--- src/rtl/ilp_pkg.sv ---
package ilp_pkg;

  localparam int VALUE_BITS = 32;
  localparam int LIMIT_W    = 33;
  localparam int NXT_W      = VALUE_BITS + 5;
  localparam int CMP_W      = (VALUE_BITS + 2 > LIMIT_W + 1) ? VALUE_BITS + 2 : LIMIT_W + 1;

  localparam logic [7:0] CH_MINUS = 8'h2D;
  localparam logic [7:0] CH_ZERO  = 8'h30;
  localparam logic [7:0] CH_ONE   = 8'h31;
  localparam logic [7:0] CH_NINE  = 8'h39;
  localparam logic [7:0] CH_LC_A  = 8'h61;
  localparam logic [7:0] CH_LC_B  = 8'h62;
  localparam logic [7:0] CH_LC_F  = 8'h66;
  localparam logic [7:0] CH_LC_X  = 8'h78;
  localparam logic [7:0] CH_UC_A  = 8'h41;
  localparam logic [7:0] CH_UC_F  = 8'h46;

  localparam logic [4:0] DIGIT_NONE = 5'd16;

  typedef enum logic [2:0] {
    PH_IDLE,
    PH_SIGN,
    PH_ZERO,
    PH_NEED,
    PH_DIGS
  } phase_e;

  typedef enum logic [1:0] {
    RDX_BIN,
    RDX_OCT,
    RDX_DEC,
    RDX_HEX
  } radix_e;

  typedef enum logic [1:0] {
    ST_OK,
    ST_MISSING,
    ST_OVERFLOW,
    ST_RANGE
  } status_e;

  typedef enum logic [1:0] {
    CFG_SIGNED_MODE,
    CFG_MAX_LIMIT,
    CFG_MIN_LIMIT
  } cfg_idx_e;

  typedef struct packed {
    logic               signed_mode;
    logic [LIMIT_W-1:0] max_limit;
    logic [LIMIT_W-1:0] min_limit;
  } cfg_t;

  typedef struct packed {
    logic [7:0] char_code;
    logic       start_req;
  } item_t;

  // Digit value of a character, DIGIT_NONE when it is no hex digit at all.
  function automatic logic [4:0] digit_of(input logic [7:0] c);
    logic [4:0] d;
    d = DIGIT_NONE;
    if (c >= CH_ZERO && c <= CH_NINE) begin
      d = 5'(c - CH_ZERO);
    end else if (c >= CH_LC_A && c <= CH_LC_F) begin
      d = 5'(c - CH_LC_A) + 5'd10;
    end else if (c >= CH_UC_A && c <= CH_UC_F) begin
      d = 5'(c - CH_UC_A) + 5'd10;
    end
    return d;
  endfunction

  function automatic logic [4:0] radix_val(input radix_e r);
    logic [4:0] v;
    case (r)
      RDX_BIN: v = 5'd2;
      RDX_OCT: v = 5'd8;
      RDX_DEC: v = 5'd10;
      default: v = 5'd16;
    endcase
    return v;
  endfunction

endpackage

--- src/rtl/ilp_if.sv ---
interface ilp_in_if import ilp_pkg::*; ();
  logic       valid;
  logic       ready;
  logic [7:0] char_code;
  logic       start_req;

  modport source (output valid, output char_code, output start_req, input ready);
  modport sink   (input valid, input char_code, input start_req, output ready);
endinterface

interface ilp_out_if import ilp_pkg::*; ();
  logic               valid;
  logic               ready;
  logic [LIMIT_W-1:0] value;
  logic [1:0]         status;

  modport source (output valid, output value, output status, input ready);
  modport sink   (input valid, input value, input status, output ready);
endinterface

interface ilp_cfg_if import ilp_pkg::*; ();
  logic               valid;
  logic               ready;
  logic [1:0]         index;
  logic [LIMIT_W-1:0] data;

  modport source (output valid, output index, output data, input ready);
  modport sink   (input valid, input index, input data, output ready);
endinterface

--- src/rtl/ilp_cfg.sv ---
module ilp_cfg import ilp_pkg::*; (
  input  logic               clk_i,
  input  logic               rst_ni,
  input  logic               wr_valid_i,
  output logic               wr_ready_o,
  input  logic [1:0]         wr_index_i,
  input  logic [LIMIT_W-1:0] wr_data_i,
  output cfg_t               cfg_o
);

  cfg_t cfg_q;

  assign wr_ready_o = 1'b1;
  assign cfg_o      = cfg_q;

  always_ff @(posedge clk_i or negedge rst_ni) begin
    if (!rst_ni) begin
      cfg_q.signed_mode <= 1'b0;
      cfg_q.max_limit   <= {1'b0, {(LIMIT_W-1){1'b1}}};
      cfg_q.min_limit   <= '0;
    end else if (wr_valid_i) begin
      // Writes to an index beyond the register list are dropped.
      unique case (wr_index_i)
        CFG_SIGNED_MODE: cfg_q.signed_mode <= wr_data_i[0];
        CFG_MAX_LIMIT:   cfg_q.max_limit   <= wr_data_i;
        CFG_MIN_LIMIT:   cfg_q.min_limit   <= wr_data_i;
        default: ;
      endcase
    end
  end

endmodule

--- src/rtl/ilp_in_reg.sv ---
module ilp_in_reg import ilp_pkg::*; (
  input  logic  clk_i,
  input  logic  rst_ni,
  input  logic  in_valid_i,
  output logic  in_ready_o,
  input  item_t in_item_i,
  output logic  item_valid_o,
  output item_t item_o,
  input  logic  advance_i
);

  logic  valid_q;
  item_t item_q;

  // A held character leaves in the same cycle the next one is taken.
  assign in_ready_o   = !valid_q || advance_i;
  assign item_valid_o = valid_q;
  assign item_o       = item_q;

  always_ff @(posedge clk_i or negedge rst_ni) begin
    if (!rst_ni) begin
      valid_q <= 1'b0;
    end else if (in_ready_o) begin
      valid_q <= in_valid_i;
    end
  end

  always_ff @(posedge clk_i) begin
    if (in_valid_i && in_ready_o) begin
      item_q <= in_item_i;
    end
  end

endmodule

--- src/rtl/ilp_parse.sv ---
module ilp_parse import ilp_pkg::*; (
  input  logic               clk_i,
  input  logic               rst_ni,
  input  cfg_t               cfg_i,
  input  logic               item_valid_i,
  input  item_t              item_i,
  output logic               advance_o,
  output logic               res_valid_o,
  input  logic               res_ready_i,
  output logic [LIMIT_W-1:0] res_value_o,
  output logic [1:0]         res_status_o
);

  localparam logic [NXT_W-1:0] LIM_U  = {5'b0, {VALUE_BITS{1'b1}}};
  localparam logic [NXT_W-1:0] LIM_SP = {6'b0, {(VALUE_BITS-1){1'b1}}};
  localparam logic [NXT_W-1:0] LIM_SN = {5'b0, 1'b1, {(VALUE_BITS-1){1'b0}}};

  phase_e                phase_q, phase_d;
  radix_e                radix_q, radix_d;
  logic                  negative_q, negative_d;
  logic [VALUE_BITS-1:0] mag_q, mag_d;

  logic                  res_valid_q;
  logic [LIMIT_W-1:0]    res_value_q;
  status_e               res_status_q;

  logic [7:0]            c;
  logic [4:0]            digit;
  radix_e                acc_radix;
  logic [VALUE_BITS-1:0] acc_mag;
  logic                  in_radix;
  logic [NXT_W-1:0]      mag_ext;
  logic [NXT_W-1:0]      nxt;
  logic [NXT_W-1:0]      lim;
  logic                  ovf;
  logic                  fin_neg;
  logic signed [CMP_W-1:0] sval;
  logic signed [CMP_W-1:0] max_ext;
  logic signed [CMP_W-1:0] min_ext;
  logic                  range_err;

  logic                  emit;
  status_e               emit_status;
  logic [LIMIT_W-1:0]    emit_value;

  assign advance_o    = item_valid_i && (!res_valid_q || res_ready_i);
  assign res_valid_o  = res_valid_q;
  assign res_value_o  = res_value_q;
  assign res_status_o = res_status_q;

  assign c     = item_i.char_code;
  assign digit = digit_of(c);

  // After a lone zero the literal becomes octal and starts from nothing.
  assign acc_radix = (phase_q == PH_ZERO) ? RDX_OCT : radix_q;
  assign acc_mag   = (phase_q == PH_ZERO) ? '0 : mag_q;
  assign in_radix  = digit < radix_val(acc_radix);

  // Magnitude times radix plus digit, built from shifts.
  assign mag_ext = NXT_W'(acc_mag);
  always_comb begin
    case (acc_radix)
      RDX_BIN: nxt = (mag_ext << 1);
      RDX_OCT: nxt = (mag_ext << 3);
      RDX_DEC: nxt = (mag_ext << 3) + (mag_ext << 1);
      default: nxt = (mag_ext << 4);
    endcase
    nxt = nxt + NXT_W'(digit[3:0]);
  end

  assign lim = cfg_i.signed_mode ? (negative_q ? LIM_SN : LIM_SP) : LIM_U;
  assign ovf = nxt > lim;

  // The sign only counts in signed mode, and minus zero is zero.
  assign fin_neg = negative_q && cfg_i.signed_mode && (acc_mag != '0);
  assign sval    = fin_neg ? -$signed(CMP_W'(acc_mag)) : $signed(CMP_W'(acc_mag));
  assign max_ext = $signed({{(CMP_W-LIMIT_W){cfg_i.max_limit[LIMIT_W-1]}}, cfg_i.max_limit});
  assign min_ext = $signed({{(CMP_W-LIMIT_W){cfg_i.min_limit[LIMIT_W-1]}}, cfg_i.min_limit});
  assign range_err = (sval > max_ext) || (sval < min_ext);

  always_comb begin
    phase_d     = phase_q;
    radix_d     = radix_q;
    negative_d  = negative_q;
    mag_d       = mag_q;
    emit        = 1'b0;
    emit_status = ST_OK;
    emit_value  = '0;

    if (item_i.start_req || phase_q == PH_SIGN) begin
      if (item_i.start_req) begin
        negative_d = 1'b0;
        mag_d      = '0;
        radix_d    = RDX_BIN;
      end
      if (c == CH_MINUS && item_i.start_req && cfg_i.signed_mode) begin
        negative_d = 1'b1;
        phase_d    = PH_SIGN;
      end else if (c == CH_ZERO) begin
        phase_d = PH_ZERO;
      end else if (c >= CH_ONE && c <= CH_NINE) begin
        radix_d = RDX_DEC;
        mag_d   = VALUE_BITS'(digit[3:0]);
        phase_d = PH_DIGS;
      end else begin
        emit        = 1'b1;
        emit_status = ST_MISSING;
      end
    end else begin
      unique case (phase_q)
        PH_ZERO, PH_DIGS, PH_NEED: begin
          if (phase_q == PH_ZERO && c == CH_LC_B) begin
            radix_d = RDX_BIN;
            phase_d = PH_NEED;
          end else if (phase_q == PH_ZERO && c == CH_LC_X) begin
            radix_d = RDX_HEX;
            phase_d = PH_NEED;
          end else begin
            radix_d = acc_radix;
            mag_d   = acc_mag;
            phase_d = PH_DIGS;
            if (in_radix) begin
              if (ovf) begin
                emit        = 1'b1;
                emit_status = ST_OVERFLOW;
              end else begin
                mag_d = nxt[VALUE_BITS-1:0];
              end
            end else if (phase_q == PH_NEED) begin
              emit        = 1'b1;
              emit_status = ST_MISSING;
            end else if (range_err) begin
              emit        = 1'b1;
              emit_status = ST_RANGE;
            end else begin
              emit        = 1'b1;
              emit_status = ST_OK;
              emit_value  = sval[LIMIT_W-1:0];
            end
          end
        end
        default: phase_d = PH_IDLE;
      endcase
    end

    if (emit) begin
      phase_d = PH_IDLE;
    end
  end

  always_ff @(posedge clk_i or negedge rst_ni) begin
    if (!rst_ni) begin
      phase_q    <= PH_IDLE;
      radix_q    <= RDX_BIN;
      negative_q <= 1'b0;
      mag_q      <= '0;
    end else if (advance_o) begin
      phase_q    <= phase_d;
      radix_q    <= radix_d;
      negative_q <= negative_d;
      mag_q      <= mag_d;
    end
  end

  always_ff @(posedge clk_i or negedge rst_ni) begin
    if (!rst_ni) begin
      res_valid_q <= 1'b0;
    end else if (advance_o && emit) begin
      res_valid_q <= 1'b1;
    end else if (res_ready_i) begin
      res_valid_q <= 1'b0;
    end
  end

  always_ff @(posedge clk_i) begin
    if (advance_o && emit) begin
      res_value_q  <= emit_value;
      res_status_q <= emit_status;
    end
  end

endmodule

--- src/rtl/integer_literal_parser_unit.sv ---
// Integer literal parser: takes one ASCII character per cycle and, on the character that
// ends a literal, gives one result with the value (33-bit two's complement, zero on error)
// and a status (ok, missing digits, overflow, out of range). A character is registered on
// input and its parse step (one shift-and-add of the magnitude, a limit compare and the
// phase update) runs from that input register into the result register, which holds the
// result until it is taken; a new character is taken every cycle as long as the result
// register drains. Configuration is taken at any time on its own channel, but must only
// be changed while no literal is in flight.
module integer_literal_parser_unit import ilp_pkg::*; (
  input  logic       clk_i,
  input  logic       rst_ni,
  ilp_in_if.sink     in_i,
  ilp_out_if.source  out_o,
  ilp_cfg_if.sink    cfg_i
);

  cfg_t  cfg;
  item_t in_item;
  item_t item;
  logic  item_valid;
  logic  advance;

  assign in_item.char_code = in_i.char_code;
  assign in_item.start_req = in_i.start_req;

  ilp_cfg u_cfg (
    .clk_i      (clk_i),
    .rst_ni     (rst_ni),
    .wr_valid_i (cfg_i.valid),
    .wr_ready_o (cfg_i.ready),
    .wr_index_i (cfg_i.index),
    .wr_data_i  (cfg_i.data),
    .cfg_o      (cfg)
  );

  ilp_in_reg u_in_reg (
    .clk_i        (clk_i),
    .rst_ni       (rst_ni),
    .in_valid_i   (in_i.valid),
    .in_ready_o   (in_i.ready),
    .in_item_i    (in_item),
    .item_valid_o (item_valid),
    .item_o       (item),
    .advance_i    (advance)
  );

  ilp_parse u_parse (
    .clk_i        (clk_i),
    .rst_ni       (rst_ni),
    .cfg_i        (cfg),
    .item_valid_i (item_valid),
    .item_i       (item),
    .advance_o    (advance),
    .res_valid_o  (out_o.valid),
    .res_ready_i  (out_o.ready),
    .res_value_o  (out_o.value),
    .res_status_o (out_o.status)
  );

endmodule

--- src/flat_wrapper.sv ---
// flat-port wrapper written by rule: the top's interface ports become plain ports
module integer_literal_parser_unit_flat import ilp_pkg::*;
  (clk_i, rst_ni, in_i_valid, in_i_char_code, in_i_start_req, in_i_ready, out_o_valid, out_o_value, out_o_status, out_o_ready, cfg_i_valid, cfg_i_index, cfg_i_data, cfg_i_ready);
  ilp_in_if in_i_i ();
  ilp_out_if out_o_i ();
  ilp_cfg_if cfg_i_i ();
  input  logic clk_i;
  input  logic rst_ni;
  input wire logic [$bits(in_i_i.valid)-1:0] in_i_valid;
  input wire logic [$bits(in_i_i.char_code)-1:0] in_i_char_code;
  input wire logic [$bits(in_i_i.start_req)-1:0] in_i_start_req;
  output wire logic [$bits(in_i_i.ready)-1:0] in_i_ready;
  output wire logic [$bits(out_o_i.valid)-1:0] out_o_valid;
  output wire logic [$bits(out_o_i.value)-1:0] out_o_value;
  output wire logic [$bits(out_o_i.status)-1:0] out_o_status;
  input wire logic [$bits(out_o_i.ready)-1:0] out_o_ready;
  input wire logic [$bits(cfg_i_i.valid)-1:0] cfg_i_valid;
  input wire logic [$bits(cfg_i_i.index)-1:0] cfg_i_index;
  input wire logic [$bits(cfg_i_i.data)-1:0] cfg_i_data;
  output wire logic [$bits(cfg_i_i.ready)-1:0] cfg_i_ready;
  assign in_i_i.valid = in_i_valid;
  assign in_i_i.char_code = in_i_char_code;
  assign in_i_i.start_req = in_i_start_req;
  assign in_i_ready = in_i_i.ready;
  assign out_o_valid = out_o_i.valid;
  assign out_o_value = out_o_i.value;
  assign out_o_status = out_o_i.status;
  assign out_o_i.ready = out_o_ready;
  assign cfg_i_i.valid = cfg_i_valid;
  assign cfg_i_i.index = cfg_i_index;
  assign cfg_i_i.data = cfg_i_data;
  assign cfg_i_ready = cfg_i_i.ready;
  integer_literal_parser_unit u_core (.clk_i(clk_i), .rst_ni(rst_ni), .in_i(in_i_i), .out_o(out_o_i), .cfg_i(cfg_i_i));
endmodule
--- config.mk ---
export PLATFORM = sky130hd
export DESIGN_NAME = integer_literal_parser_unit_flat
export DESIGN_NICKNAME = d
export VERILOG_FILES = /design/src/rtl/ilp_pkg.sv /design/src/rtl/ilp_if.sv /design/src/rtl/ilp_cfg.sv /design/src/rtl/ilp_in_reg.sv /design/src/rtl/ilp_parse.sv /design/src/rtl/integer_literal_parser_unit.sv /design/src/flat_wrapper.sv
export SDC_FILE = /design/constraint.sdc
export NUM_CORES = 1
export LEC_CHECK = 0
export BUFFER_PORTS_ARGS = -buffer_cell sky130_fd_sc_hd__buf_2
export CAP_MARGIN = 15
export CORE_ASPECT_RATIO = 0.75
export CORE_UTILIZATION = 45
export DETAILED_ROUTE_END_ITERATION = 10
export PLACE_DENSITY_LB_ADDON = 0.15
export SETUP_SLACK_MARGIN = 0.15
export SYNTH_ARGS = -nofsm -noshare
export SYNTH_HDL_FRONTEND = slang
export SYNTH_SLANG_ARGS = --single-unit
export TNS_END_PERCENT = 1
--- constraint.sdc ---
create_clock -name clk_i -period 12.3 [get_ports clk_i]
set_clock_uncertainty 0.2 [all_clocks]
set_input_delay 1.23 -clock clk_i [delete_from_list [all_inputs] [get_ports clk_i]]
set_output_delay 1.23 -clock clk_i [all_outputs]
set_load 0.005 [all_outputs]
* Yosys cells after proc, flatten, opt, wreduce, memory -nomap -nowiden
Index checks and enable logic that the tools add are counted.
** Cells by class
- Add/subtract/negate cells :: 8
- Multiply operators :: 0
- Div/mod/pow operators :: 0
- Magnitude comparators :: 11
- Equal/unequal tests :: 15
- Shift operators :: 0
- Mux-type cells :: 60
- Bitwise operators :: 1
- Reductions and logical operators :: 34
** Operators by type and width (number)
- $mux 32 :: 13
- $pmux 36 s3 :: 1
- $add 37x4->37 :: 1
- $gt 37x32->1 :: 1
- $add 35x33->36 :: 1
- $gt 34x33->1 :: 1
- $lt 34x33->1 :: 1
- $mux 2 :: 17
- $mux 34 :: 1
- $neg 32->34 :: 1
- $reduce_bool 32->1 :: 1
- $mux 3 :: 8
- $eq 8x6->1 const B :: 2
- $eq 8x7->1 const B :: 2
- $ge 8x6->1 const B :: 2
- $ge 8x7->1 const B :: 2
- $le 8x7->1 const B :: 2
- $mux 1 :: 16
- $mux 5 :: 3
- $pmux 5 s3 :: 1
- $logic_and 1x1->1 :: 13
- $add 5x4->5 const B :: 2
- $reduce_and 2->1 :: 5
- $sub 5x1->5 const B :: 2
- other kinds (19) :: 30
** Word-level totals
- Flip-flop bits (word level) :: 151
- Latch bits :: 0
- Memory bits (writable) :: 0
- Bits in read-only memories :: 0
- Input port bits :: 49
- Output and inout bits :: 38
- Logic and storage cells :: 142
- Memories kept :: 0

* Logic depth before layout (Yosys ltp)
Gate-level depths: netlist (run 1).
- Depth in word-level cells :: 15
- Gate-level depth with buffers :: 40

* Cells and area by module
A second synthesis (run 1) with hierarchy kept.
** Second synthesis, totals
- Cells, all modules :: 1614
- Area, all modules :: 14198.6 um2
** Modules (own cells, without submodules)
- ilp_parse :: instances 1, cells each 1456, area each 11153.2 um2, seq. area each 2026.9 um2
- ilp_cfg :: instances 1, cells each 145, area each 2721.4 um2, seq. area each 1716.6 um2
- ilp_in_reg :: instances 1, cells each 13, area each 324.1 um2, seq. area each 295.3 um2

* Least setup slack after synthesis (run 1)
No wires, ideal clock.
- Path type :: register to register
- From :: register u_core.u_parse.phase_q[1]
- To :: register u_core.u_parse.res_status_q[0], in the netlist u_core.u_parse.res_status_o[0], enable pin
- Arrival time :: 8.410 ns
- Data required time :: 11.673 ns
- Setup slack :: 3.262 ns
- Stages on the path, launching flop included :: 39
- Path buffers :: 12
- Period minus slack after synthesis :: 9.038 ns
- Path through :: dfrtp_1 or3b_1 buf_2 buf_6 buf_6 clkbuf_1 clkbuf_1 clkbuf_1 clkbuf_1 nand2_1 inv_1 ha_1 clkbuf_1 clkbuf_1 clkbuf_1 buf_1 clkbuf_1 a211oi_1 (+3 left out) and3_1 nand3_1 nor2_1 o21ai_0 a31oi_1 o22ai_1 ha_1 nand2_1 o21ai_0 nand3_1 a211o_1 a41oi_1 nor2_1 nand4_1 or4_4 a22oi_4 o32a_1 nor2_1
** Between the ends
- Cells in the longest elaborated chain, start to end :: 13
- Elaborated cells between the ends (all ways) :: 26
- Those cells by class :: add/sub: 2; order compare: 2; eq/ne: 6; mux: 10; reduce/logical: 6
** RTL lines
- from (decl) :: line ilp_parse.sv:18 : phase_e phase_q, phase_d;
- from (signal assigned) :: line ilp_parse.sv:158 : phase_q <= phase_d;
- $eq 3x2->1
- $mux 32 or $mux 2 (tied branches) :: line ilp_parse.sv:56, ilp_parse.sv:55
- $add 35x33->36 (tied with other cells) :: line ilp_parse.sv:65 : RDX_DEC: nxt = (mag_ext << 3) + (mag_ext << 1);
- $pmux 36 s3 :: line ilp_parse.sv:62 : case (acc_radix)
- $add 37x4->37 :: line ilp_parse.sv:68 : nxt = nxt + NXT_W'(digit[3:0]);
- $gt 37x32->1 :: line ilp_parse.sv:72 : assign ovf = nxt > lim;
- $mux 1 :: line ilp_parse.sv:123 : if (ovf) begin
- $mux 1 :: line ilp_parse.sv:122 : if (in_radix) begin
- $mux 1 :: line ilp_parse.sv:115 : end else if (phase_q == PH_ZERO && c == CH_LC_X) begin
- $mux 1 :: line ilp_parse.sv:112 : if (phase_q == PH_ZERO && c == CH_LC_B) begin
- $mux 1 :: line ilp_parse.sv:110 : unique case (phase_q)
- $mux 1 (*) :: line ilp_parse.sv:90 : if (item_i.start_req || phase_q == PH_SIGN) begin
- $logic_and 1x1->1 (*) :: line ilp_parse.sv:176 : if (advance_o && emit) begin
- to (signal assigned) :: line ilp_parse.sv:178 : res_status_q <= emit_status;
- to (decl) :: line ilp_parse.sv:25 : status_e res_status_q;
Every way passes the cells marked *; elsewhere a longest branch is shown, timed or not.
A chain may end at the register's enable or synchronous reset.

* Worst setup path in the final report (run 1)
- From :: register u_core.u_parse.phase_q[0]
- To :: register u_core.u_parse.res_value_q[24], in the netlist u_core.u_parse.res_value_o[24], enable pin
** Between the ends
- Cells in the longest elaborated chain, start to end :: 13
- Elaborated cells between the ends (all ways) :: 26
- Those cells by class :: add/sub: 2; order compare: 2; eq/ne: 6; mux: 10; reduce/logical: 6
** RTL lines
- $eq 3x2->1
- $mux 32 or $mux 2 (tied branches) :: line ilp_parse.sv:56, ilp_parse.sv:55
- $add 35x33->36 (tied with other cells) :: line ilp_parse.sv:65
- $pmux 36 s3 :: line ilp_parse.sv:62
- $add 37x4->37 :: line ilp_parse.sv:68
- $gt 37x32->1 :: line ilp_parse.sv:72
- $mux 1 :: line ilp_parse.sv:123
- $mux 1 :: line ilp_parse.sv:122
- $mux 1 :: line ilp_parse.sv:115
- $mux 1 :: line ilp_parse.sv:112
- $mux 1 :: line ilp_parse.sv:110
- $mux 1 (*) :: line ilp_parse.sv:90
- $logic_and 1x1->1 (*) :: line ilp_parse.sv:176
- to (signal assigned) :: line ilp_parse.sv:177 : res_value_q <= emit_value;
- to (decl) :: line ilp_parse.sv:24 : logic [LIMIT_W-1:0] res_value_q;
Marks and branches as above.

==> out/qor.log, run 1 <==
qor: setup_path.cp_max_fo 53
qor: logic_synthesis.post_synth_inst_count 1634
qor: logic_synthesis.proportion_of_register_bits_with_asynchronous_set_or_reset_after_synthesis 0.709
qor: die.rows 55
qor: power_and_ir_drop.ir_worst_vdd 0.129 mV
qor: sta.slew_headroom 0.252
qor: logic_synthesis.postSynthNetCount 1817
qor: setup_path.critPathKind reg2reg
qor: die.floorplan.core_area 30500 um^2
qor: clock_network.post_cts_resize_count 0
qor: worst_hold_path.hold_path.class reg2reg
qor: die.die_w 206 um
qor: final_layout.area_delta_synth_final 9.00%
qor: die.start_util 0.462
qor: clock_network.cts_inserted_buffers 17
qor: die.fp.dieH 155 um
qor: drt.num_vias 13.2k
qor: clock_network.cts_max_path_buffers 2
qor: setup_path.cp_data_arrival_time 8.97 ns
qor: clock_network.cts_post_setup_buffers_inserted 0
qor: global_routing.grt_first_pass_wirelength 72200 um
qor: logic_synthesis.synth_top_flop_cell sky130_fd_sc_hd__dfrtp_1
qor: logic_synthesis.synth_edf_count 44
qor: sta.setup_repair_after_global_routing_missed_its_margin no
qor: setup_path.max_stage_delay 0.71 ns
qor: sta.total_count_of_max_transition_violations_in_the_final_report 0
qor: sta.final_report_hold_violation_count 0
qor: logic_synthesis.synth_seq_area_share 0.287
qor: power_and_ir_drop.report.power.total 2.17 mW
qor: die.ios 87
qor: clock_network.numClockSinks 151
qor: logic_synthesis.synth.cell_area 14100 um^2
qor: setup_path.crit_slowest_cell sky130_fd_sc_hd__or3b_2
qor: sta.fin_worst_hold_slack 0.306 ns
qor: sta.min_period_over_period 0.735
qor: outcome.outcome finished, violations left
qor: die.design.die.area 32000 um^2
qor: drt.drt_iter0_markers 1627
qor: sta.max_freq 111 MHz
qor: drt.drt_pre_antenna_iters 8
qor: final_layout.final_core_utilization 0.504
qor: drt.drt.antenna.violating_nets 0
qor: setup_path.cp_data_required_time 12.23 ns
qor: clock_network.cts_tree done
qor: global_routing.antenna_found_initial 1
qor: sta.setup_violations 0
qor: global_routing.grt_max_degree 76
qor: logic_synthesis.yosys_register_bits 151
qor: sta.period_minus_slack 9.04 ns
qor: placement.placed_cell_area 14800 um^2
qor: placement.port_buf_inserts 85
qor: global_routing.gr-usage-all-layers 0.294
qor: outcome.violated_checks DRC
qor: clock_network.worst_setup_hold_path_clk_slew 0.06 ns
qor: job.max_cap_violations 0
qor: power_and_ir_drop.p_leak 6.83 nW
qor: logic_synthesis.average_size_of_a_mapped_cell 8.62 um^2
qor: placement.post-dp-hpwl 35000 um
qor: drt.via_per_inst 6.34
qor: global_routing.via_count_of_the_first_global_routing_pass 12.3k
qor: placement.routabilityCongestion 1.03
qor: drt.avgRoutedWirePerCell 22.4 um
qor: logic_synthesis.synth_top_cell_by_area sky130_fd_sc_hd__dfrtp_1
qor: sta.final.setup.tns 0 ns
qor: drt.wirelength 46500 um
qor: final_layout.drive_gt1_frac 0.159
qor: power_and_ir_drop.powerDensity 141 nW/um^2
qor: logic_synthesis.yosys.area.top_type_share 0.133
qor: clock_network.htreeDepth 4
qor: final_layout.stdcell_area 15400 um^2
qor: logic_synthesis.synthTopCellsByArea sky130_fd_sc_hd__dfrtp_1 (13%), sky130_fd_sc_hd__ha_1 (12%), sky130_fd_sc_hd__edfxtp_1 (9.4%)
qor: logic_synthesis.synthDistinctLibCells 97
qor: setup_path.startpoint_type register
qor: setup_path.setup.worst_path.end_class register
qor: global_routing.grt_overflow_total 0
qor: clock_network.cts_root_buffer sky130_fd_sc_hd__clkbuf_16
qor: sta.worst-slew-pin-transition 1.11 ns
qor: clock_network.clock_insertion_delay_worst_skew 0.45 ns
qor: drt.detail_route.drc_violations 12
qor: clock_network.ctsHoldBuffers 0
qor: logic_synthesis.yosysWarningCount 0
qor: final_layout.nets 1846
==> per-stage QoR <==
stage,std cells,worst slack [ns]
finish,2075,3.26
global route,2074,2.79
CTS,2074,3.50
detailed placement,2043,3.54
global placement,2043,3.74
floorplan,1634,3.26
==> power by group <==
part	internal [mW]	total, mW	leakage, nW	switching, mW
sequential	0.604	0.702	1.72	0.0974
clock	0.316	0.542	0.289	0.226
combinational	0.341	0.928	4.82	0.587
total	1.26	2.17	6.83	0.910
==> cell families after synthesis <==
group                      synth area share
adders and majority gates             0.121
DFF                                   0.287
AOI/OAI and AO/OA                     0.233
other                              0.000266
xor gates and xnor gates             0.0454
muxes                                0.0607
buffers and inverters                0.0640
and+or+nand+nor                       0.189
==> layout make-up <==
class                           count  area (um^2)
Inverter                          124          465
Multi-Input combinational cell   1262         9160
Fill cell                        2892        15100
Timing Repair Buffer              107          593
Clock buffer                       21          472
Sequential cell                   151         4040
Tap cell                          399          499
Clock inverter                     10          121
Antenna cell                        1         2.50
==> critical path, delay by kind of cell, from the launching register on <==
kind                     cells  cell delay, ns
AND/OR/NAND/NOR             14            3.77
XOR/XNOR                     1            0.29
flip-flops                   1            0.47
AO/OA/AOI/OAI                9            2.17
buffers and inverters        5            1.26
adder cells (fa/ha/maj)      2            0.47
==> cell usage after synthesis (all sizes together) (6+ instances only) <==
cell and n:
ha 133, inv 123, nand2 115, a21oi 102, o21ai 100, nor2 94, dfrtp 75, mux2 67
clkbuf 57, xnor2 49, edfxtp 44, nor2b 44, a21o 40, buf 40, nor3 39, nand3 38
nand4 37, dfstp 32, xor2 24, a31oi 20, a22o 19, a22oi 19, o21a 18, nor4 17
and3 16, a211oi 15, a221oi 15, and2 15, o311ai 14, nand2b 13, nor3b 12, o211ai 12
o22ai 12, a221o 11, o31ai 11, mux2i 10, or3 10, nand3b 9, or2 9, and4 7
a211o 6, a311oi 6, o2111ai 6, o21bai 6
==> per-layer routing <==
metal,share of wire,track usage,wire length [um],vias up
met5,0,0,0,-
met4,0.019,0.0732,879,0
met3,0.11,0.0907,4960,70
met2,0.42,0.422,19500,635
met1,0.46,0.425,21200,6315
li1,-,-,-,6132
==> registers in the layout (all words and copies together) (netlist names), 2 cells and up <==
name and count:
u_core.u_cfg.cfg_o 67, u_core.u_parse.res_value_o 33, u_core.u_parse.mag_q 32, u_core.u_in_reg.item_o 9
u_core.u_parse.phase_q 3, u_core.u_parse.radix_q 2, u_core.u_parse.res_status_o 2
==> final timing paths <==
check / start / slack (ns) / cells past startpoint / endpoint
max in group asynchronous: rst_ni / 9.99 / 2 / u_core.u_cfg.cfg_o[27]
setup reg to reg: u_core.u_parse.phase_q[0] / 3.26 / 31 / u_core.u_parse.res_value_o[24]
min in group asynchronous: rst_ni / 0.53 / 1 / u_core.u_cfg.cfg_o[1]
hold reg to reg: u_core.u_cfg.cfg_o[15] / 0.31 / 1 / u_core.u_cfg.cfg_o[15]
hold / removal: u_core.u_cfg.cfg_o[15] / 0.31 / 1 / u_core.u_cfg.cfg_o[15]
setup / recovery: u_core.u_parse.phase_q[0] / 3.26 / 31 / u_core.u_parse.res_value_o[24]
==> placed cells by master, fill, tap and decap left out, types with 19 or more instances in the layout <==
master,instances
sky130_fd_sc_hd__nand4_1,37
sky130_fd_sc_hd__inv_1,123
sky130_fd_sc_hd__a22o_1,19
sky130_fd_sc_hd__dfrtp_1,75
sky130_fd_sc_hd__xor2_1,24
sky130_fd_sc_hd__ha_1,132
sky130_fd_sc_hd__a31oi_1,20
sky130_fd_sc_hd__o21ai_0,97
sky130_fd_sc_hd__dfstp_2,32
sky130_fd_sc_hd__a21o_1,40
sky130_fd_sc_hd__buf_2,84
sky130_fd_sc_hd__nor2_1,93
sky130_fd_sc_hd__buf_4,23
sky130_fd_sc_hd__xnor2_1,49
sky130_fd_sc_hd__edfxtp_1,44
sky130_fd_sc_hd__nand3_1,38
sky130_fd_sc_hd__nor3_1,39
sky130_fd_sc_hd__nand2_1,115
sky130_fd_sc_hd__a21oi_1,101
sky130_fd_sc_hd__mux2_2,67
sky130_fd_sc_hd__nor2b_1,44
Note: power is estimated with default switching activity, not from simulation.
==> run 2, diff against run 1 <==
Clock period 12.3 ns to 9.2 ns, I/O delays scaled along.
==> out/qor.log, run 2 (synthesis results as in run 1) <==
qor: final_layout.drive_gt1_frac 0.170
qor: job.max_cap_violations 0
qor: drt.detail_route.drc_violations 6
qor: clock_network.clock_insertion_delay_worst_skew 0.45 ns
qor: final_layout.final_cell_mix sky130_fd_sc_hd__ha_1 (132), sky130_fd_sc_hd__inv_1 (123), sky130_fd_sc_hd__nand2_1 (115)
qor: setup_path.r2r_slack 0.61 ns
qor: clock_network.cts_inserted_buffers 17
qor: setup_path.timing.reg2reg.worst_path_depth 26
qor: drt.wirelength 47500 um
qor: global_routing.grt_first_pass_wirelength 73300 um
qor: sta.slew_headroom 0.291
qor: setup_path.cp_max_fo 24
qor: drt.drt_pre_antenna_iters 10
qor: clock_network.worst_setup_hold_path_clk_slew 0.07 ns
qor: setup_path.worst_r2r_startpoint u_core.u_parse.phase_q[0]
qor: global_routing.antenna_found_initial 0
qor: power_and_ir_drop.ir_worst_vdd 0.191 mV
qor: setup_path.critical_path.endpoint u_core.u_parse.res_value_o[13]
qor: die.start_util 0.462
qor: setup_path.setup.worst_path.end_class register
qor: global_routing.via_count_of_the_first_global_routing_pass 12.4k
qor: final_layout.final_core_utilization 0.508
qor: setup_path.crit_slowest_cell sky130_fd_sc_hd__or3b_2
qor: global_routing.gr-usage-all-layers 0.300
qor: power_and_ir_drop.report.power.total 2.92 mW
qor: clock_network.cts_max_path_buffers 2
qor: sta.worst-slew-pin-transition 1.06 ns
qor: sta.period_minus_slack 8.59 ns
qor: setup_path.cp_data_required_time 9.14 ns
qor: sta.setup_violations 0
qor: setup_path.max_stage_delay 0.77 ns
qor: sta.setup_repair_after_global_routing_missed_its_margin no
qor: sta.final_report_hold_violation_count 0
qor: sta.total_count_of_max_transition_violations_in_the_final_report 0
qor: final_layout.nets 1866
qor: global_routing.grt_max_degree 67
qor: final_layout.antenna-diode-count 0
qor: setup_path.cp_data_arrival_time 8.53 ns
qor: die.floorplan.core_area 30500 um^2
qor: power_and_ir_drop.p_leak 6.92 nW
qor: outcome.violated_checks DRC
qor: sta.min_period_over_period 0.934
qor: drt.avgRoutedWirePerCell 22.7 um
qor: die.rows 55
qor: die.design.die.area 32000 um^2
qor: sta.fin_worst_hold_slack 0.278 ns
qor: placement.routabilityCongestion 1.03
qor: clock_network.cts_root_buffer sky130_fd_sc_hd__clkbuf_16
qor: clock_network.htreeDepth 4
qor: setup_path.critPathKind reg2reg
qor: worst_hold_path.hold_path.class in2async
qor: die.fp.dieH 155 um
qor: drt.drt.antenna.violating_nets 0
qor: power_and_ir_drop.powerDensity 188 nW/um^2
qor: outcome.outcome finished, violations left
qor: setup_path.worstReg2RegEnd u_core.u_parse.res_value_o[13]
qor: die.ios 87
qor: placement.port_buf_inserts 85
qor: placement.post-dp-hpwl 36200 um
qor: drt.num_vias 13.3k
qor: global_routing.grt_overflow_total 0
qor: setup_path.startpoint_type register
qor: drt.via_per_inst 6.33
qor: final_layout.final_common_cell sky130_fd_sc_hd__ha_1
qor: drt.drt_iter0_markers 1442
qor: setup_path.cp-startpoint u_core.u_parse.phase_q[0]
qor: setup_path.critPathMostFrequentCell sky130_fd_sc_hd__nand2_1
qor: clock_network.numClockSinks 151
qor: final_layout.area_delta_synth_final 9.94%
qor: die.die_w 206 um
qor: clock_network.cts_post_setup_buffers_inserted 0
qor: final_layout.number_of_flip_flops_under_the_largest_register_name 67
qor: sta.max_freq 116 MHz
qor: clock_network.cts_tree done
qor: sta.final.setup.tns 0 ns
[run 2: cell types whose count changed in the layout (fill, tap and decap cells not counted), sizes merged]
cell    previous run  this run
nor2              94        95
bufinv             2         0
clkbuf            21        24
diode              1         0
clkinv             7         4
buf              107       126
inv              124       127
[run 2: critical path: cells and delay by family, from the launching register on]
kind / cells / cell delay (ns)
xor+xnor: 1 / 0.19
simple gates: 14 / 4.37
flops: 1 / 0.46
compound gates: 8 / 2.12
buf+inv: 1 / 0.14
fa+ha+maj: 2 / 0.80
[run 2: layer usage]
layer  up-vias  global-route usage  part of all wire
li1       6157                   -                 -
met1      6469               0.454              0.48
met2       573               0.424              0.41
met3        68              0.0618             0.086
met4         0              0.0858             0.022
met5         -                   0                 0
[run 2: power breakdown]
group	total [mW]	leakage [nW]	internal (mW)	switching (mW)
clock	0.699	0.282	0.394	0.305
combinational	1.29	4.92	0.485	0.810
sequential	0.923	1.72	0.808	0.115
total	2.92	6.92	1.69	1.23
[run 2: worst min path at each step]
stage                             start                  endpoint  slack, ns  cells after the start
6_report                         rst_ni     u_core.u_cfg.cfg_o[1]       0.28                      1
5_1_grt                          rst_ni     u_core.u_cfg.cfg_o[1]       0.30                      1
4_1_cts                          rst_ni     u_core.u_cfg.cfg_o[1]       0.30                      1
3_5_place_dp      u_core.u_cfg.cfg_o[0]     u_core.u_cfg.cfg_o[0]       0.29                      1
3_3_place_gp      u_core.u_cfg.cfg_o[0]     u_core.u_cfg.cfg_o[0]       0.28                      1
2_1_floorplan  u_core.u_parse.mag_q[25]  u_core.u_parse.mag_q[25]       0.27                      2
[run 2: final cells by class]
cell class	count	area, um^2
inverters	124	465
flip-flops and latches	151	4040
clock inverters	8	58.8
clock buffers	24	514
repair buffers	126	736
fillers	2923	15000
well taps	399	499
multi-input cells	1263	9170
[run 2: per-stage QoR]
step	area, um^2	instances	setup WS, ns
2_1_floorplan	14100	1634	0.162
3_3_place_gp	14900	2062	0.935
6_report	15500	2095	0.611
5_1_grt	15500	2095	0.179
4_1_cts	15500	2094	0.823
3_5_place_dp	14900	2062	0.879
[run 2: timing repair]
action / CTS / global route
setup endpoints to repair: 0 / 35
resized for setup: 0 / 1
hold buffers: 0 / 0
hold endpoints to repair: 0 / 0
==> run 3, diff against run 2 <==
Settings changed: ABC_AREA set to 1.
==> out/qor.log, run 3 <==
qor: logic_synthesis.post_synth_inst_count 2081
qor: sta.period_minus_slack 8.24 ns
qor: setup_path.crit_slowest_cell sky130_fd_sc_hd__ha_1
qor: setup_path.critPathMostFrequentCell sky130_fd_sc_hd__nand2_1
qor: global_routing.gr-usage-all-layers 0.290
qor: clock_network.post_cts_resize_count 0
qor: logic_synthesis.synth.cell_area 14300 um^2
qor: logic_synthesis.proportion_of_register_bits_with_asynchronous_set_or_reset_after_synthesis 0.709
qor: global_routing.global_route_layer_with_the_greatest_usage met1
qor: global_routing.gr-usage-met3 0.0722
qor: logic_synthesis.synth_edf_count 44
qor: clock_network.htreeDepth 4
qor: logic_synthesis.synth_most_common_cell sky130_fd_sc_hd__nand2_1
qor: power_and_ir_drop.powerDensity 335 nW/um^2
qor: die.rows 56
qor: worst_hold_path.min_delay_path_depth 2
qor: clock_network.clock_insertion_delay_worst_skew 0.46 ns
qor: drt.drt_pre_antenna_iters 6
qor: sta.min_period_over_period 0.896
qor: final_layout.final_core_utilization 0.499
qor: die.fp.dieH 156 um
qor: logic_synthesis.yosys.area.top_type_share 0.131
qor: final_layout.final_cell_count_no_fill 2554
qor: setup_path.cp_data_arrival_time 8.11 ns
qor: outcome.outcome finished clean
qor: logic_synthesis.synthDistinctLibCells 56
qor: setup_path.max_stage_delay 0.83 ns
qor: final_layout.final_cell_mix sky130_fd_sc_hd__nand2_1 (495), sky130_fd_sc_hd__inv_1 (319), sky130_fd_sc_hd__nor2_1 (151)
qor: clock_network.cts_post_setup_buffers_inserted 0
qor: final_layout.number_of_flip_flops_under_the_largest_register_name 67
qor: logic_synthesis.average_size_of_a_mapped_cell 6.87 um^2
qor: logic_synthesis.synth_top_cell_by_area sky130_fd_sc_hd__dfrtp_1
qor: setup_path.startpoint_type register
qor: power_and_ir_drop.ir_worst_vdd 0.117 mV
qor: final_layout.fill_cell_total_of_the_finished_layout 3192
qor: drt.detail_route.drc_violations 0
qor: drt.avgRoutedWirePerCell 18.4 um
qor: sta.slew_headroom 0.241
qor: setup_path.critPathKind reg2reg
qor: die.die_w 208 um
qor: setup_path.worstReg2RegEnd u_core.u_parse.res_value_o[15]
qor: sta.total_count_of_max_transition_violations_in_the_final_report 0
qor: setup_path.cp_data_required_time 9.07 ns
qor: worst_hold_path.hold_path.startpoint u_core.u_parse.mag_q[29]
qor: clock_network.cts_max_path_buffers 2
qor: die.start_util 0.458
qor: logic_synthesis.yosys_register_bits 151
qor: die.ios 87
qor: drt.drt.antenna.violating_nets 0
qor: clock_network.cts_root_buffer sky130_fd_sc_hd__clkbuf_16
qor: sta.post-route-worst-setup-slack 0.959 ns
qor: global_routing.met2_usage 0.407
qor: placement.placedCellCount 2522
qor: setup_path.cp_max_fo 40
qor: worst_hold_path.hold_path.class reg2reg
qor: final_layout.drive_gt1_frac 0.125
qor: sta.max_freq 121 MHz
qor: logic_synthesis.synth_seq_area_share 0.282
qor: sta.worst-slew-pin-transition 1.14 ns
qor: power_and_ir_drop.p_leak 7.91 nW
qor: logic_synthesis.synth_top_flop_cell sky130_fd_sc_hd__dfrtp_1
qor: drt.drt_iter0_markers 1564
qor: final_layout.antenna-diode-count 0
qor: global_routing.grt_overflow_total 0
qor: placement.port_buf_inserts 85
qor: sta.final_report_hold_violation_count 0
qor: clock_network.numClockSinks 151
qor: die.design.die.area 32500 um^2
qor: drt.via_per_inst 5.59
qor: final_layout.multi_input_combinational_cell_area 8640 um^2
qor: global_routing.grt_first_pass_wirelength 72800 um
qor: final_layout.sequential_area 4040 um^2
qor: placement.routabilityCongestion 0.965
qor: logic_synthesis.synthTopCellsByArea sky130_fd_sc_hd__dfrtp_1 (13%), sky130_fd_sc_hd__nand2_1 (13%), sky130_fd_sc_hd__ha_1 (12%)
qor: global_routing.grt.met1_usage 0.433
qor: final_layout.final_common_cell sky130_fd_sc_hd__nand2_1
qor: final_layout.area_delta_synth_final 9.13%
qor: drt.wirelength 47100 um
qor: clock_network.cts_tree done
qor: logic_synthesis.postSynthNetCount 2264
qor: placement.post_placement_worst_setup_slack 1.08 ns
qor: sta.final.setup.tns 0 ns
qor: global_routing.grt_max_degree 67
qor: sta.setup_violations 0
qor: logic_synthesis.synth.top_cells.by_count sky130_fd_sc_hd__nand2_1 (495), sky130_fd_sc_hd__inv_1 (319), sky130_fd_sc_hd__nor2_1 (152), sky130_fd_sc_hd__ha_1 (133), sky130_fd_sc_hd__nand3_1 (132)
qor: clock_network.worst_setup_hold_path_clk_slew 0.06 ns
qor: setup_path.setup.worst_path.end_class register
qor: final_layout.nets 2318
qor: clock_network.ctsHoldBuffers 0
qor: setup_path.timing.reg2reg.worst_path_depth 35
qor: clock_network.cts_inserted_buffers 17
qor: worst_hold_path.hold_end u_core.u_parse.mag_q[29]
qor: sta.setup_repair_after_global_routing_missed_its_margin no
qor: global_routing.antenna_found_initial 0
qor: job.max_cap_violations 0
qor: logic_synthesis.yosysWarningCount 0
qor: drt.num_vias 14.3k
qor: global_routing.via_count_of_the_first_global_routing_pass 13.0k
qor: placement.post-dp-hpwl 36600 um
qor: setup_path.r2r_slack 0.96 ns
qor: setup_path.worst_r2r_startpoint u_core.u_parse.phase_q[2]
qor: die.floorplan.core_area 31300 um^2
## run 3: cell count changes after synthesis, sizes merged, moves of 27 or more
cell,before,now
xor2,24,51
inv,123,339
mux2,67,0
a21oi,102,135
xnor2,49,3
nand3,38,144
nor2,94,168
nand2,115,526
a21o,40,4
nor2b,44,0
o21ai,100,169
## run 3: stage by stage
stage / total power [mW] / hold slack [ns] / area [um^2]
after floorplan: 3.48 / 0.249 / 14300
after global placement: 4.36 / 0.263 / 15000
after detailed placement: 4.42 / 0.267 / 15000
after CTS: 5.15 / 0.286 / 15600
after global routing: 5.64 / 0.303 / 15600
final: 5.23 / 0.283 / 15600
## run 3: layout make-up
type	count	share of cell area
timing repair buffer	99	0.0342
clock buffer	20	0.0300
sequential	151	0.259
clock inverter	12	0.00657
inverter	351	0.0844
multi-input combinational	1515	0.554
tap	406	0.0325
## run 3: report_power, final
part           total, mW  switching [mW]  internal [mW]  leakage [nW]
sequential          1.01           0.141          0.866          1.72
combinational       3.52            2.44           1.08          5.91
clock              0.705           0.329          0.376         0.278
## run 3: worst max path at each step
stage | start | to | slack, ns | depth (start not counted)
6_report | u_core.u_parse.phase_q[2] | u_core.u_parse.res_value_o[15] | 0.96 | 35
5_1_grt | u_core.u_parse.phase_q[2] | u_core.u_parse.res_value_o[12] | 0.36 | 34
4_1_cts | u_core.u_parse.phase_q[2] | u_core.u_parse.res_value_o[15] | 1.08 | 35
3_5_place_dp | u_core.u_parse.phase_q[2] | u_core.u_parse.res_value_o[15] | 1.08 | 35
3_3_place_gp | u_core.u_parse.phase_q[2] | u_core.u_parse.res_value_o[15] | 1.40 | 35
2_1_floorplan | u_core.u_parse.phase_q[1] | u_core.u_parse.res_status_o[0] | 1.04 | 45
## run 3: cells by family after synthesis
family                     Yosys count  share of synthesized area
buffers and inverters              415                      0.115
AOI/OAI and AO/OA                  382                      0.156
xor gates and xnor gates            54                     0.0331
adders and majority gates          134                      0.118
other                                1                   0.000262
and+or+nand+nor                    944                      0.296
DFF                                151                      0.282
## run 3: critical path, delay by kind of cell, from the launching register on
kind,cells,cell delay (ns)
AO/OA/AOI/OAI,8,0.83
XOR/XNOR,1,0.17
adder cells (fa/ha/maj),2,1.14
buffers and inverters,3,0.87
flip-flops,1,0.40
AND/OR/NAND/NOR,21,4.19
## run 3: layer usage
| metal | share of wire | vias up | routed length (um) |
|---|---|---|---|
| met4 | 0.019 | 0 | 908 |
| li1 | - | 6962 | - |
| met1 | 0.49 | 6642 | 22900 |
| met3 | 0.096 | 66 | 4530 |
| met5 | 0 | - | 0 |
| met2 | 0.40 | 601 | 18800 |
